$ cat config.mk
export PLATFORM = sky130hd
export DESIGN_NAME = grid_occupancy_id_table_core
export DESIGN_NICKNAME = d
export VERILOG_FILES = /design/src/hw/rtl/goit_pkg.sv /design/src/hw/rtl/goit_ram.sv /design/src/hw/rtl/goit_ctrl.sv /design/src/hw/rtl/grid_occupancy_id_table_core.sv
export VERILOG_INCLUDE_DIRS = /design/src /design/src/hw/rtl
export SDC_FILE = /design/constraint.sdc
export NUM_CORES = 2
export LEC_CHECK = 0
export BUFFER_PORTS_ARGS = -buffer_cell sky130_fd_sc_hd__buf_2
export CAP_MARGIN = 25
export CORE_ASPECT_RATIO = 0.75
export CORE_UTILIZATION = 68
export CTS_CLUSTER_DIAMETER = 60
export DETAILED_ROUTE_END_ITERATION = 7
export PLACE_DENSITY_LB_ADDON = 0.15
export SLEW_MARGIN = 25
export SYNTH_ARGS = -nofsm -noshare
export SYNTH_HDL_FRONTEND = slang
export SYNTH_MEMORY_MAX_BITS = 65536
export SYNTH_SLANG_ARGS = --single-unit
$ cat constraint.sdc
create_clock -name clk -period 36.9 [get_ports clk]
set_clock_uncertainty 0.15 [all_clocks]
set_input_delay 3.69 -clock clk [delete_from_list [all_inputs] [get_ports clk]]
set_output_delay 3.69 -clock clk [all_outputs]
set_load 0.03 [all_outputs]
$ cat src/hw/rtl/grid_occupancy_id_table_core_macros.svh
// ----------------------------------------------------------------------------
// Grid occupancy id table: assertion macros
// Shorthand for concurrent checks on clk, with or without the reset guard.
// ----------------------------------------------------------------------------
`ifndef GRID_OCCUPANCY_ID_TABLE_CORE_MACROS_SVH
`define GRID_OCCUPANCY_ID_TABLE_CORE_MACROS_SVH

// Check that is switched off while rst_n is low.
`define GOIT_ASSERT(lbl, prop, msg) \
  lbl: assert property (@(posedge clk) disable iff (!rst_n) (prop)) else $error(msg);

// Check that also applies during reset.
`define GOIT_ASSERT_RST(lbl, prop, msg) \
  lbl: assert property (@(posedge clk) (prop)) else $error(msg);

`endif

$ cat src/hw/rtl/goit_pkg.sv
// ----------------------------------------------------------------------------
// Grid occupancy id table: package
// Shared codes, field widths, state encoding and the config and result types.
// ----------------------------------------------------------------------------
package goit_pkg;

  localparam int ID_W    = 8;
  localparam int COORD_W = 4;
  localparam int CFG_W   = 5;
  localparam int ENTRY_W = 9;
  localparam int PIECES  = 256;
  localparam int OP_W    = 3;
  localparam int ST_W    = 3;
  localparam int REG_W   = 1;

  localparam logic [OP_W-1:0] OP_ADD    = 3'd0;
  localparam logic [OP_W-1:0] OP_MOVE   = 3'd1;
  localparam logic [OP_W-1:0] OP_REMOVE = 3'd2;
  localparam logic [OP_W-1:0] OP_PEEK   = 3'd3;
  localparam logic [OP_W-1:0] OP_FIND   = 3'd4;

  localparam logic [ST_W-1:0] ST_OK        = 3'd0;
  localparam logic [ST_W-1:0] ST_BOUNDS    = 3'd1;
  localparam logic [ST_W-1:0] ST_NOPIECE   = 3'd2;
  localparam logic [ST_W-1:0] ST_OCCUPIED  = 3'd3;
  localparam logic [ST_W-1:0] ST_EXHAUSTED = 3'd4;

  localparam logic [REG_W-1:0] REG_BOARD_WIDTH  = 1'd0;
  localparam logic [REG_W-1:0] REG_BOARD_HEIGHT = 1'd1;

  localparam logic [CFG_W-1:0] BOARD_RESET = 5'd16;

  typedef enum logic [2:0] {
    S_CLEAR,
    S_IDLE,
    S_EVAL,
    S_WR2,
    S_OUT
  } state_t;

  typedef struct packed {
    logic [CFG_W-1:0] board_width;
    logic [CFG_W-1:0] board_height;
  } cfg_t;

  typedef struct packed {
    logic [ST_W-1:0]    status;
    logic [ID_W-1:0]    result_id;
    logic               id_valid;
    logic [COORD_W-1:0] found_x;
    logic [COORD_W-1:0] found_y;
  } result_t;

endpackage

$ cat src/hw/rtl/goit_ram.sv
// ----------------------------------------------------------------------------
// Grid occupancy id table: table memory
// Single write port and one read port with registered read data.
// ----------------------------------------------------------------------------
module goit_ram #(
  parameter int DEPTH = 256,
  parameter int WIDTH = 9,
  parameter int AW    = 8
) (
  input  logic             clk,
  input  logic             we,
  input  logic [AW-1:0]    waddr,
  input  logic [WIDTH-1:0] wdata,
  input  logic [AW-1:0]    raddr,
  output logic [WIDTH-1:0] rdata
);

  logic [WIDTH-1:0] mem [DEPTH];
  logic [WIDTH-1:0] rdata_r;

  always_ff @(posedge clk) begin
    if (we) begin
      mem[waddr] <= wdata;
    end
  end

  always_ff @(posedge clk) begin
    rdata_r <= mem[raddr];
  end

  assign rdata = rdata_r;

endmodule

$ cat src/hw/rtl/goit_ctrl.sv
// ----------------------------------------------------------------------------
// Grid occupancy id table: sequencer
// Clears both tables after reset, then for each request reads and checks the
// cell and piece tables, writes them back where the request changes them, and holds the result for output.
// ----------------------------------------------------------------------------
`include "grid_occupancy_id_table_core_macros.svh"

module goit_ctrl #(
  parameter int MAX_COLS = 16,
  parameter int MAX_ROWS = 16,
  parameter int CIDX_W   = 8
) (
  input  logic                          clk,
  input  logic                          rst_n,
  input  goit_pkg::cfg_t                cfg,
  input  logic                          in_valid,
  output logic                          in_ready,
  input  logic [goit_pkg::OP_W-1:0]     in_opcode,
  input  logic [goit_pkg::ID_W-1:0]     in_piece_id,
  input  logic [goit_pkg::COORD_W-1:0]  in_cell_x,
  input  logic [goit_pkg::COORD_W-1:0]  in_cell_y,
  output logic                          out_valid,
  input  logic                          out_ready,
  output goit_pkg::result_t             out_res,
  output logic                          cell_we,
  output logic [CIDX_W-1:0]             cell_waddr,
  output logic [goit_pkg::ENTRY_W-1:0]  cell_wdata,
  output logic [CIDX_W-1:0]             cell_raddr,
  input  logic [goit_pkg::ENTRY_W-1:0]  cell_rdata,
  output logic                          piece_we,
  output logic [goit_pkg::ID_W-1:0]     piece_waddr,
  output logic [goit_pkg::ENTRY_W-1:0]  piece_wdata,
  output logic [goit_pkg::ID_W-1:0]     piece_raddr,
  input  logic [goit_pkg::ENTRY_W-1:0]  piece_rdata
);

  localparam int NUM_CELLS = MAX_COLS * MAX_ROWS;
  localparam int CLR_DEPTH = (NUM_CELLS > goit_pkg::PIECES) ? NUM_CELLS : goit_pkg::PIECES;
  localparam int CLR_W     = $clog2(CLR_DEPTH);
  localparam logic [6:0] MAXC_L = 7'(MAX_COLS);
  localparam logic [6:0] MAXR_L = 7'(MAX_ROWS);

  function automatic logic [CIDX_W-1:0] cell_index(input logic [3:0] cx,
                                                    input logic [3:0] cy);
    logic [11:0] full;
    full = 12'(cx) * 12'(MAX_ROWS) + 12'(cy);
    return full[CIDX_W-1:0];
  endfunction

  goit_pkg::state_t  state_r, state_nxt;
  logic [CLR_W-1:0]  clr_cnt_r, clr_cnt_nxt;
  logic [goit_pkg::OP_W-1:0]    op_r, op_nxt;
  logic [goit_pkg::ID_W-1:0]    id_r, id_nxt;
  logic [goit_pkg::COORD_W-1:0] x_r, x_nxt;
  logic [goit_pkg::COORD_W-1:0] y_r, y_nxt;
  logic [CIDX_W-1:0]            cidx_r, cidx_nxt;
  logic [goit_pkg::ENTRY_W-1:0] nid_r, nid_nxt;
  goit_pkg::result_t            res_r, res_nxt;
  logic                         out_valid_r, out_valid_nxt;
  goit_pkg::result_t            out_res_r, out_res_nxt;

  logic [6:0]  eff_w, eff_h;
  logic [13:0] area;
  logic [8:0]  limit;
  logic        inb;
  logic        occ_v, plc_v;
  logic        old_inb;
  logic [CIDX_W-1:0] old_cidx;

  always_comb begin
    eff_w   = ({2'b0, cfg.board_width} < MAXC_L) ? {2'b0, cfg.board_width} : MAXC_L;
    eff_h   = ({2'b0, cfg.board_height} < MAXR_L) ? {2'b0, cfg.board_height} : MAXR_L;
    area    = 14'(eff_w) * 14'(eff_h);
    limit   = (area > 14'd256) ? 9'd256 : area[8:0];
    inb     = ({3'b0, x_r} < eff_w) && ({3'b0, y_r} < eff_h);
    occ_v   = cell_rdata[8];
    plc_v   = piece_rdata[8];
    old_inb = ({3'b0, piece_rdata[7:4]} < MAXC_L) && ({3'b0, piece_rdata[3:0]} < MAXR_L);
    old_cidx = cell_index(piece_rdata[7:4], piece_rdata[3:0]);
  end

  assign cell_raddr  = cell_index(in_cell_x, in_cell_y);
  assign piece_raddr = in_piece_id;
  assign in_ready    = (state_r == goit_pkg::S_IDLE);
  assign out_valid   = out_valid_r;
  assign out_res     = out_res_r;

  always_comb begin
    state_nxt     = state_r;
    clr_cnt_nxt   = clr_cnt_r;
    op_nxt        = op_r;
    id_nxt        = id_r;
    x_nxt         = x_r;
    y_nxt         = y_r;
    cidx_nxt      = cidx_r;
    nid_nxt       = nid_r;
    res_nxt       = res_r;
    out_res_nxt   = out_res_r;
    out_valid_nxt = out_valid_r && !out_ready;
    cell_we       = 1'b0;
    cell_waddr    = cidx_r;
    cell_wdata    = '0;
    piece_we      = 1'b0;
    piece_waddr   = id_r;
    piece_wdata   = '0;
    unique case (state_r)
      goit_pkg::S_CLEAR: begin
        cell_we     = ({1'b0, clr_cnt_r} < (CLR_W+1)'(NUM_CELLS));
        cell_waddr  = clr_cnt_r[CIDX_W-1:0];
        piece_we    = ({1'b0, clr_cnt_r} < (CLR_W+1)'(goit_pkg::PIECES));
        piece_waddr = clr_cnt_r[goit_pkg::ID_W-1:0];
        clr_cnt_nxt = clr_cnt_r + 1'b1;
        if (clr_cnt_r == CLR_W'(CLR_DEPTH - 1)) begin
          state_nxt = goit_pkg::S_IDLE;
        end
      end
      goit_pkg::S_IDLE: begin
        if (in_valid) begin
          op_nxt    = in_opcode;
          id_nxt    = in_piece_id;
          x_nxt     = in_cell_x;
          y_nxt     = in_cell_y;
          cidx_nxt  = cell_raddr;
          state_nxt = goit_pkg::S_EVAL;
        end
      end
      goit_pkg::S_EVAL: begin
        res_nxt   = '0;
        state_nxt = goit_pkg::S_OUT;
        unique case (op_r)
          goit_pkg::OP_ADD: begin
            if (!inb) begin
              res_nxt.status = goit_pkg::ST_BOUNDS;
            end else if (occ_v) begin
              res_nxt.status = goit_pkg::ST_OCCUPIED;
            end else if (nid_r >= limit) begin
              res_nxt.status = goit_pkg::ST_EXHAUSTED;
            end else begin
              res_nxt.result_id = nid_r[7:0];
              res_nxt.id_valid  = 1'b1;
              cell_we     = 1'b1;
              cell_wdata  = {1'b1, nid_r[7:0]};
              piece_we    = 1'b1;
              piece_waddr = nid_r[7:0];
              piece_wdata = {1'b1, x_r, y_r};
              nid_nxt     = nid_r + 1'b1;
            end
          end
          goit_pkg::OP_MOVE: begin
            if (!inb) begin
              res_nxt.status = goit_pkg::ST_BOUNDS;
            end else if (!plc_v) begin
              res_nxt.status = goit_pkg::ST_NOPIECE;
            end else if (!(occ_v && (cell_rdata[7:0] == id_r))) begin
              if (occ_v) begin
                res_nxt.result_id = cell_rdata[7:0];
                res_nxt.id_valid  = 1'b1;
                piece_we    = 1'b1;
                piece_waddr = cell_rdata[7:0];
              end
              cell_we    = old_inb;
              cell_waddr = old_cidx;
              state_nxt  = goit_pkg::S_WR2;
            end
          end
          goit_pkg::OP_REMOVE: begin
            if (!plc_v) begin
              res_nxt.status = goit_pkg::ST_NOPIECE;
            end else begin
              cell_we    = old_inb;
              cell_waddr = old_cidx;
              piece_we   = 1'b1;
            end
          end
          goit_pkg::OP_PEEK: begin
            if (!inb) begin
              res_nxt.status = goit_pkg::ST_BOUNDS;
            end else if (occ_v) begin
              res_nxt.result_id = cell_rdata[7:0];
              res_nxt.id_valid  = 1'b1;
            end
          end
          goit_pkg::OP_FIND: begin
            if (!plc_v) begin
              res_nxt.status = goit_pkg::ST_NOPIECE;
            end else begin
              res_nxt.found_x = piece_rdata[7:4];
              res_nxt.found_y = piece_rdata[3:0];
            end
          end
          default: begin
            res_nxt = '0;
          end
        endcase
      end
      goit_pkg::S_WR2: begin
        cell_we     = 1'b1;
        cell_wdata  = {1'b1, id_r};
        piece_we    = 1'b1;
        piece_wdata = {1'b1, x_r, y_r};
        state_nxt   = goit_pkg::S_OUT;
      end
      goit_pkg::S_OUT: begin
        if (!out_valid_r || out_ready) begin
          out_res_nxt   = res_r;
          out_valid_nxt = 1'b1;
          state_nxt     = goit_pkg::S_IDLE;
        end
      end
      default: begin
        state_nxt = goit_pkg::S_CLEAR;
      end
    endcase
  end

  always_ff @(posedge clk) begin
    if (!rst_n) begin
      state_r     <= goit_pkg::S_CLEAR;
      clr_cnt_r   <= '0;
      nid_r       <= '0;
      out_valid_r <= 1'b0;
    end else begin
      state_r     <= state_nxt;
      clr_cnt_r   <= clr_cnt_nxt;
      nid_r       <= nid_nxt;
      out_valid_r <= out_valid_nxt;
    end
  end

  always_ff @(posedge clk) begin
    op_r      <= op_nxt;
    id_r      <= id_nxt;
    x_r       <= x_nxt;
    y_r       <= y_nxt;
    cidx_r    <= cidx_nxt;
    res_r     <= res_nxt;
    out_res_r <= out_res_nxt;
  end

  `GOIT_ASSERT_RST(a_reset_blocks_input, !rst_n |=> !in_ready, "input taken straight after reset")
  `GOIT_ASSERT(a_idle_no_write, (state_r == goit_pkg::S_IDLE) |-> !cell_we && !piece_we,
               "table write while idle")
  `GOIT_ASSERT(a_id_only_in_eval, (state_r != goit_pkg::S_EVAL) |=> $stable(nid_r),
               "id counter moved outside evaluation")
  `GOIT_ASSERT(a_id_bound, nid_r <= 9'd256, "id counter beyond table size")
  `GOIT_ASSERT(a_accept_to_eval, (in_valid && in_ready) |=> (state_r == goit_pkg::S_EVAL),
               "accepted request not evaluated")

endmodule

$ cat src/hw/rtl/grid_occupancy_id_table_core.sv
// ----------------------------------------------------------------------------
// Grid occupancy id table
// Two-way map between board cells and piece ids with add, move, remove,
// peek and find requests.
//
// The input channel (in_valid/in_ready) takes one request with opcode,
// piece id and target cell; the output channel (out_valid/out_ready) gives
// exactly one result per request, in order. Board size is set through the
// cfg_ write port; the user writes it only while the block is idle, and the
// block itself does not enforce this. A request is taken in the idle state,
// checked against the read-back table entries in the evaluate state and its
// result loaded into the output register in the output state; a move that
// relocates a piece passes through an extra write state in between, as the
// cell and piece tables each have a single write port and the mover needs
// up to two writes to each.
// After reset both tables are cleared one entry per cycle; in_ready stays
// low meanwhile. If the receiver stalls, the result waits in the output
// register. One further request is still taken and evaluated; its result
// then waits until the output register is free, and in_ready stays low
// until it is loaded.
// ----------------------------------------------------------------------------
module grid_occupancy_id_table_core #(
  parameter int MAX_COLS = 16,
  parameter int MAX_ROWS = 16
) (
  input  logic                          clk,
  input  logic                          rst_n,
  input  logic                          cfg_we,
  input  logic [goit_pkg::REG_W-1:0]    cfg_index,
  input  logic [goit_pkg::CFG_W-1:0]    cfg_wdata,
  input  logic                          in_valid,
  output logic                          in_ready,
  input  logic [goit_pkg::OP_W-1:0]     in_opcode,
  input  logic [goit_pkg::ID_W-1:0]     in_piece_id,
  input  logic [goit_pkg::COORD_W-1:0]  in_cell_x,
  input  logic [goit_pkg::COORD_W-1:0]  in_cell_y,
  output logic                          out_valid,
  input  logic                          out_ready,
  output logic [goit_pkg::ST_W-1:0]     out_status,
  output logic [goit_pkg::ID_W-1:0]     out_result_id,
  output logic                          out_id_valid,
  output logic [goit_pkg::COORD_W-1:0]  out_found_x,
  output logic [goit_pkg::COORD_W-1:0]  out_found_y
);

  localparam int NUM_CELLS = MAX_COLS * MAX_ROWS;
  localparam int CIDX_W    = (NUM_CELLS > 1) ? $clog2(NUM_CELLS) : 1;

  goit_pkg::cfg_t    cfg_r, cfg_nxt;
  goit_pkg::result_t res;

  logic                         cell_we;
  logic [CIDX_W-1:0]            cell_waddr;
  logic [goit_pkg::ENTRY_W-1:0] cell_wdata;
  logic [CIDX_W-1:0]            cell_raddr;
  logic [goit_pkg::ENTRY_W-1:0] cell_rdata;
  logic                         piece_we;
  logic [goit_pkg::ID_W-1:0]    piece_waddr;
  logic [goit_pkg::ENTRY_W-1:0] piece_wdata;
  logic [goit_pkg::ID_W-1:0]    piece_raddr;
  logic [goit_pkg::ENTRY_W-1:0] piece_rdata;

  always_comb begin
    cfg_nxt = cfg_r;
    if (cfg_we) begin
      unique case (cfg_index)
        goit_pkg::REG_BOARD_WIDTH:  cfg_nxt.board_width  = cfg_wdata;
        goit_pkg::REG_BOARD_HEIGHT: cfg_nxt.board_height = cfg_wdata;
        default:                    cfg_nxt = cfg_r;
      endcase
    end
  end

  always_ff @(posedge clk) begin
    if (!rst_n) begin
      cfg_r.board_width  <= goit_pkg::BOARD_RESET;
      cfg_r.board_height <= goit_pkg::BOARD_RESET;
    end else begin
      cfg_r <= cfg_nxt;
    end
  end

  goit_ram #(
    .DEPTH (NUM_CELLS),
    .WIDTH (goit_pkg::ENTRY_W),
    .AW    (CIDX_W)
  ) u_cell_ram (
    .clk   (clk),
    .we    (cell_we),
    .waddr (cell_waddr),
    .wdata (cell_wdata),
    .raddr (cell_raddr),
    .rdata (cell_rdata)
  );

  goit_ram #(
    .DEPTH (goit_pkg::PIECES),
    .WIDTH (goit_pkg::ENTRY_W),
    .AW    (goit_pkg::ID_W)
  ) u_piece_ram (
    .clk   (clk),
    .we    (piece_we),
    .waddr (piece_waddr),
    .wdata (piece_wdata),
    .raddr (piece_raddr),
    .rdata (piece_rdata)
  );

  goit_ctrl #(
    .MAX_COLS (MAX_COLS),
    .MAX_ROWS (MAX_ROWS),
    .CIDX_W   (CIDX_W)
  ) u_ctrl (
    .clk         (clk),
    .rst_n       (rst_n),
    .cfg         (cfg_r),
    .in_valid    (in_valid),
    .in_ready    (in_ready),
    .in_opcode   (in_opcode),
    .in_piece_id (in_piece_id),
    .in_cell_x   (in_cell_x),
    .in_cell_y   (in_cell_y),
    .out_valid   (out_valid),
    .out_ready   (out_ready),
    .out_res     (res),
    .cell_we     (cell_we),
    .cell_waddr  (cell_waddr),
    .cell_wdata  (cell_wdata),
    .cell_raddr  (cell_raddr),
    .cell_rdata  (cell_rdata),
    .piece_we    (piece_we),
    .piece_waddr (piece_waddr),
    .piece_wdata (piece_wdata),
    .piece_raddr (piece_raddr),
    .piece_rdata (piece_rdata)
  );

  assign out_status    = res.status;
  assign out_result_id = res.result_id;
  assign out_id_valid  = res.id_valid;
  assign out_found_x   = res.found_x;
  assign out_found_y   = res.found_y;

endmodule
==> flow_summary_export.csv <==
group,metric,value,unit
run_status,status,"complete, but fails checks",
run_status,violations,"DRC",
logic_synthesis,synth-simple-area-share,2.42,%
sta,clock.fmax,95.9,MHz
worst_setup_path,required,37.33,ns
global_routing,grt_use_met2,51.2,%
clock_network,clock_sinks,4716,
layout,drive_above_1_share,31.5,%
logic_synthesis,synth.largest_area_cell,"edfxtp_1",
layout,fin_nets,8296,
logic_synthesis,yosys-mux-area-fraction,18.5,%
layout,fillers,13500,
floorplan,rows,165,
worst_setup_path,crit_path_max_fanout,181,
placed_design,gp_congestion,0.908,
power,p_leak,0.0530,uW
global_routing,track_usage,35.7,%
placed_design,post_dp_cell_area,0.190,mm^2
sta,rsz0062_at_grt,"false",
layout,mostFrequentLayoutCells,"edfxtp_1, mux4_2, clkbuf_16",
worst_setup_path,critPathLaunchType,"flip-flop",
detailed_routing,first_pass_iters,8,
clock_network,clk_transition_reported_paths,0.07,ns
clock_network,cts_root_buf,"clkbuf_16",
logic_synthesis,synthFlopType,"edfxtp_1",
worst_hold_path,hold_end,"u_ctrl.out_res[0]",
power,power.density,57.2,mW/mm^2
worst_setup_path,endpoint_kind,"flip-flop",
placed_design,dp_hpwl,273,mm
power,total_power,11700,uW
clock_network,insertion_delay,0.94,ns
worst_setup_path,r2r_cells,26,
logic_synthesis,syn_area,0.184,mm^2
logic_synthesis,synth_edf_count,4667,
logic_synthesis,yosysUniqueCellTypes,78,
floorplan,coreArea,0.269,mm^2
clock_network,cts_buffer_depth,4,
sta,final_hold_viol_count,0,
logic_synthesis,synth_compound_area_share,0.825,%
detailed_routing,vias,91500,
clock_network,hold_buffers,0,
global_routing,use_met1,53.4,%
clock_network,cts_made_buffers,422,
layout,final_common_cell,"edfxtp_1",
sta,worstMarginPinSlew,1.22,ns
logic_synthesis,synth-seq-cells,4716,
clock_network,cts_tree,"built",
detailed_routing,vias_per_cell,7.52,
run,max_cap_viol_count,0,
logic_synthesis,synth_top_cell_area_share,76.0,%
detailed_routing,dr.first_iter.drc_count,15400,
worst_setup_path,criticalPathCategory,"flip-flop to flip-flop",
placed_design,portBuffers,51,
worst_hold_path,worstHoldStart,"u_ctrl.res_r[0]",
worst_setup_path,reg2reg_from,"cfg_r[4]",
clock_network,cts-resized-gates,0,
logic_synthesis,ys.warnings.count,0,
global_routing,grt_pass1_wl,678,mm
logic_synthesis,synth_top_family_by_area,"multiplexers",
logic_synthesis,synth_fa_ha_area_share,0.356,%
global_routing,grt_pass1_vias,89700,
sta,fin_crit_sh,28.3,%
floorplan,die_y,453,um
placed_design,dp_cells,11400,
logic_synthesis,avgSynthCellArea,23.2,um^2
floorplan,ios,52,
layout,final_cells,12200,
logic_synthesis,synth-async-reset-ratio,0,%
global_routing,globalRouteOverflowTotal,0,
logic_synthesis,synthTopCellsByArea,"edfxtp_1, mux4_2, nor2_1",
floorplan,die_width,603,um
worst_hold_path,whs_path_depth,0,
logic_synthesis,ys_seq_area_share,76.6,%
sta,fin_setup_tns,0,ns
logic_synthesis,synth_fp_nets,8004,
detailed_routing,drc,1,
detailed_routing,wl_per_cell,39.6,um
worst_setup_path,rrSetupSlack,26.47,ns
sta,period_needed,10.43,ns
sta,slew_viol_final,0,
sta,setup_violations,0,
global_routing,grt_max_degree,257,
logic_synthesis,synthCells,7927,
floorplan,initial_core_util,68.4,%
sta,slew_headroom,18.4,%
clock_network,htreeDepth,5,
layout,final_cell_area,0.204,mm^2
clock_network,cts_setup_buffers,0,
logic_synthesis,synth_xor_area_share,0.128,%
global_routing,use_met3,11.5,%
floorplan,die_area,0.273,mm^2
power,ir_drop,0.0688,mV
global_routing,grt_antenna_before_repair,48,
worst_hold_path,hold_class,"flip-flop to flip-flop",
detailed_routing,ant_nets,0,
worst_setup_path,cp.arrival,10.86,ns
layout,syn_to_final_growth,10.8,%
worst_setup_path,reg2reg_to,"u_piece_ram.mem[85][7]",
sta,hold_ws,0.262,ns
global_routing,grt_most_used_layer,"met1",
detailed_routing,wl,482,mm
power by group:
part | total (uW) | leakage [uW] | internal, uW | switching, uW
Sequential | 6030 | 0.0349 | 5970 | 60.6
Combinational | 1250 | 0.0116 | 284 | 963
Clock | 4410 | 0.00660 | 2450 | 1960
stage by stage:
stage / utilization [%] / setup slack [ns]
after floorplan: - / 14.21
after global placement: 70.3 / 26.50
after detailed placement: 70.6 / 26.50
after CTS: 75.6 / 26.53
after global routing: 75.8 / 26.00
final: 75.8 / 26.47
cell usage after synthesis, types with 10 or more instances:
library cell,n
and3_1,19
nor2_1,336
dfxtp_1,49
nand4_1,23
buf_6,13
nand3_1,30
nor3_1,184
and2_1,37
nor2b_1,20
mux4_2,1512
inv_1,25
a21oi_1,47
xnor2_1,13
nor4_1,32
o21ai_0,21
o22ai_1,10
nand2b_1,10
buf_2,136
clkbuf_1,229
a31oi_1,13
nor3_2,31
a22oi_1,37
ha_1,38
edfxtp_1,4667
xor2_1,14
nand2_1,152
buf_1,77
worst max path at each step:
stage	startpoint	end	slack, ns	cells after the start
after floorplan	cfg_r[9]	u_piece_ram.mem[0][6]	14.21	25
after global placement	in_piece_id[0]	u_piece_ram.rdata[4]	26.50	10
after detailed placement	in_piece_id[0]	u_piece_ram.rdata[4]	26.50	10
after CTS	cfg_r[4]	u_piece_ram.mem[168][4]	26.53	27
after global routing	cfg_r[4]	u_piece_ram.mem[94][7]	26.00	26
final	cfg_r[4]	u_piece_ram.mem[85][7]	26.47	26
cell families (layout without fill, tap and decap cells):
logic type      Yosys count  in the layout
flops                  4716           4716
compound gates          210            210
mux                    1522           1522
xor+xnor                 27             27
other cells               0             20
fa+ha+maj                47             47
buf+inv                 487           1117
simple gates            918            918
flip-flops by register name, summed over array words and instances, names as in the netlist:
signal / flops
u_piece_ram.rdata: 9
u_ctrl.clr_cnt_r: 8
u_ctrl.op_r: 3
u_ctrl.cidx_r: 8
u_ctrl.out_valid: 1
u_ctrl.id_r: 8
u_piece_ram.mem: 2304
u_ctrl.nid_r: 9
cfg_r: 10
u_cell_ram.mem: 2304
u_ctrl.state_r: 3
u_cell_ram.rdata: 9
u_ctrl.res_r: 20
u_ctrl.out_res: 20
final cells by class:
type,instances,area (um^2),area share (%)
sequential,4716,141000,69.1
clock inverter,238,2320,1.13
multi-input combinational,2724,42000,20.6
timing repair buffer,329,2920,1.43
tap,3590,4490,2.20
inverter,26,97.6,0.0478
antenna,20,50.0,0.0245
clock buffer,524,11200,5.49
worst max-delay path, cell delays in order, from the launching register on:
cell      delay (ns)
dfxtp_1         0.39
inv_2           0.17
nand2_1         0.16
or2_2           0.35
fa_1            0.56
fa_1            0.43
fa_1            0.49
inv_1           0.05
ha_1            0.31
a21oi_1         0.24
o21bai_1        0.10
a21oi_1         0.33
xnor2_1         0.16
nor4_1          0.34
o221a_2         0.34
nand2_1         0.08
ha_1            0.30
a21oi_1         0.14
o21ai_0         0.15
a211oi_1        0.61
and4_4          0.56
nor2_1          0.12
nor2_4          0.12
buf_4           0.64
buf_12          0.55
and2_4          0.85
buf_4           0.85
per-layer routing:
| metal | up-vias | wire length (um) |
|---|---|---|
| li1 | 34600 | - |
| met1 | 48100 | 175000 |
| met2 | 7657 | 217000 |
| met3 | 1070 | 71600 |
| met4 | 30 | 17400 |
| met5 | - | 246 |
No activity file was read; power rests on OpenSTA's default activity.
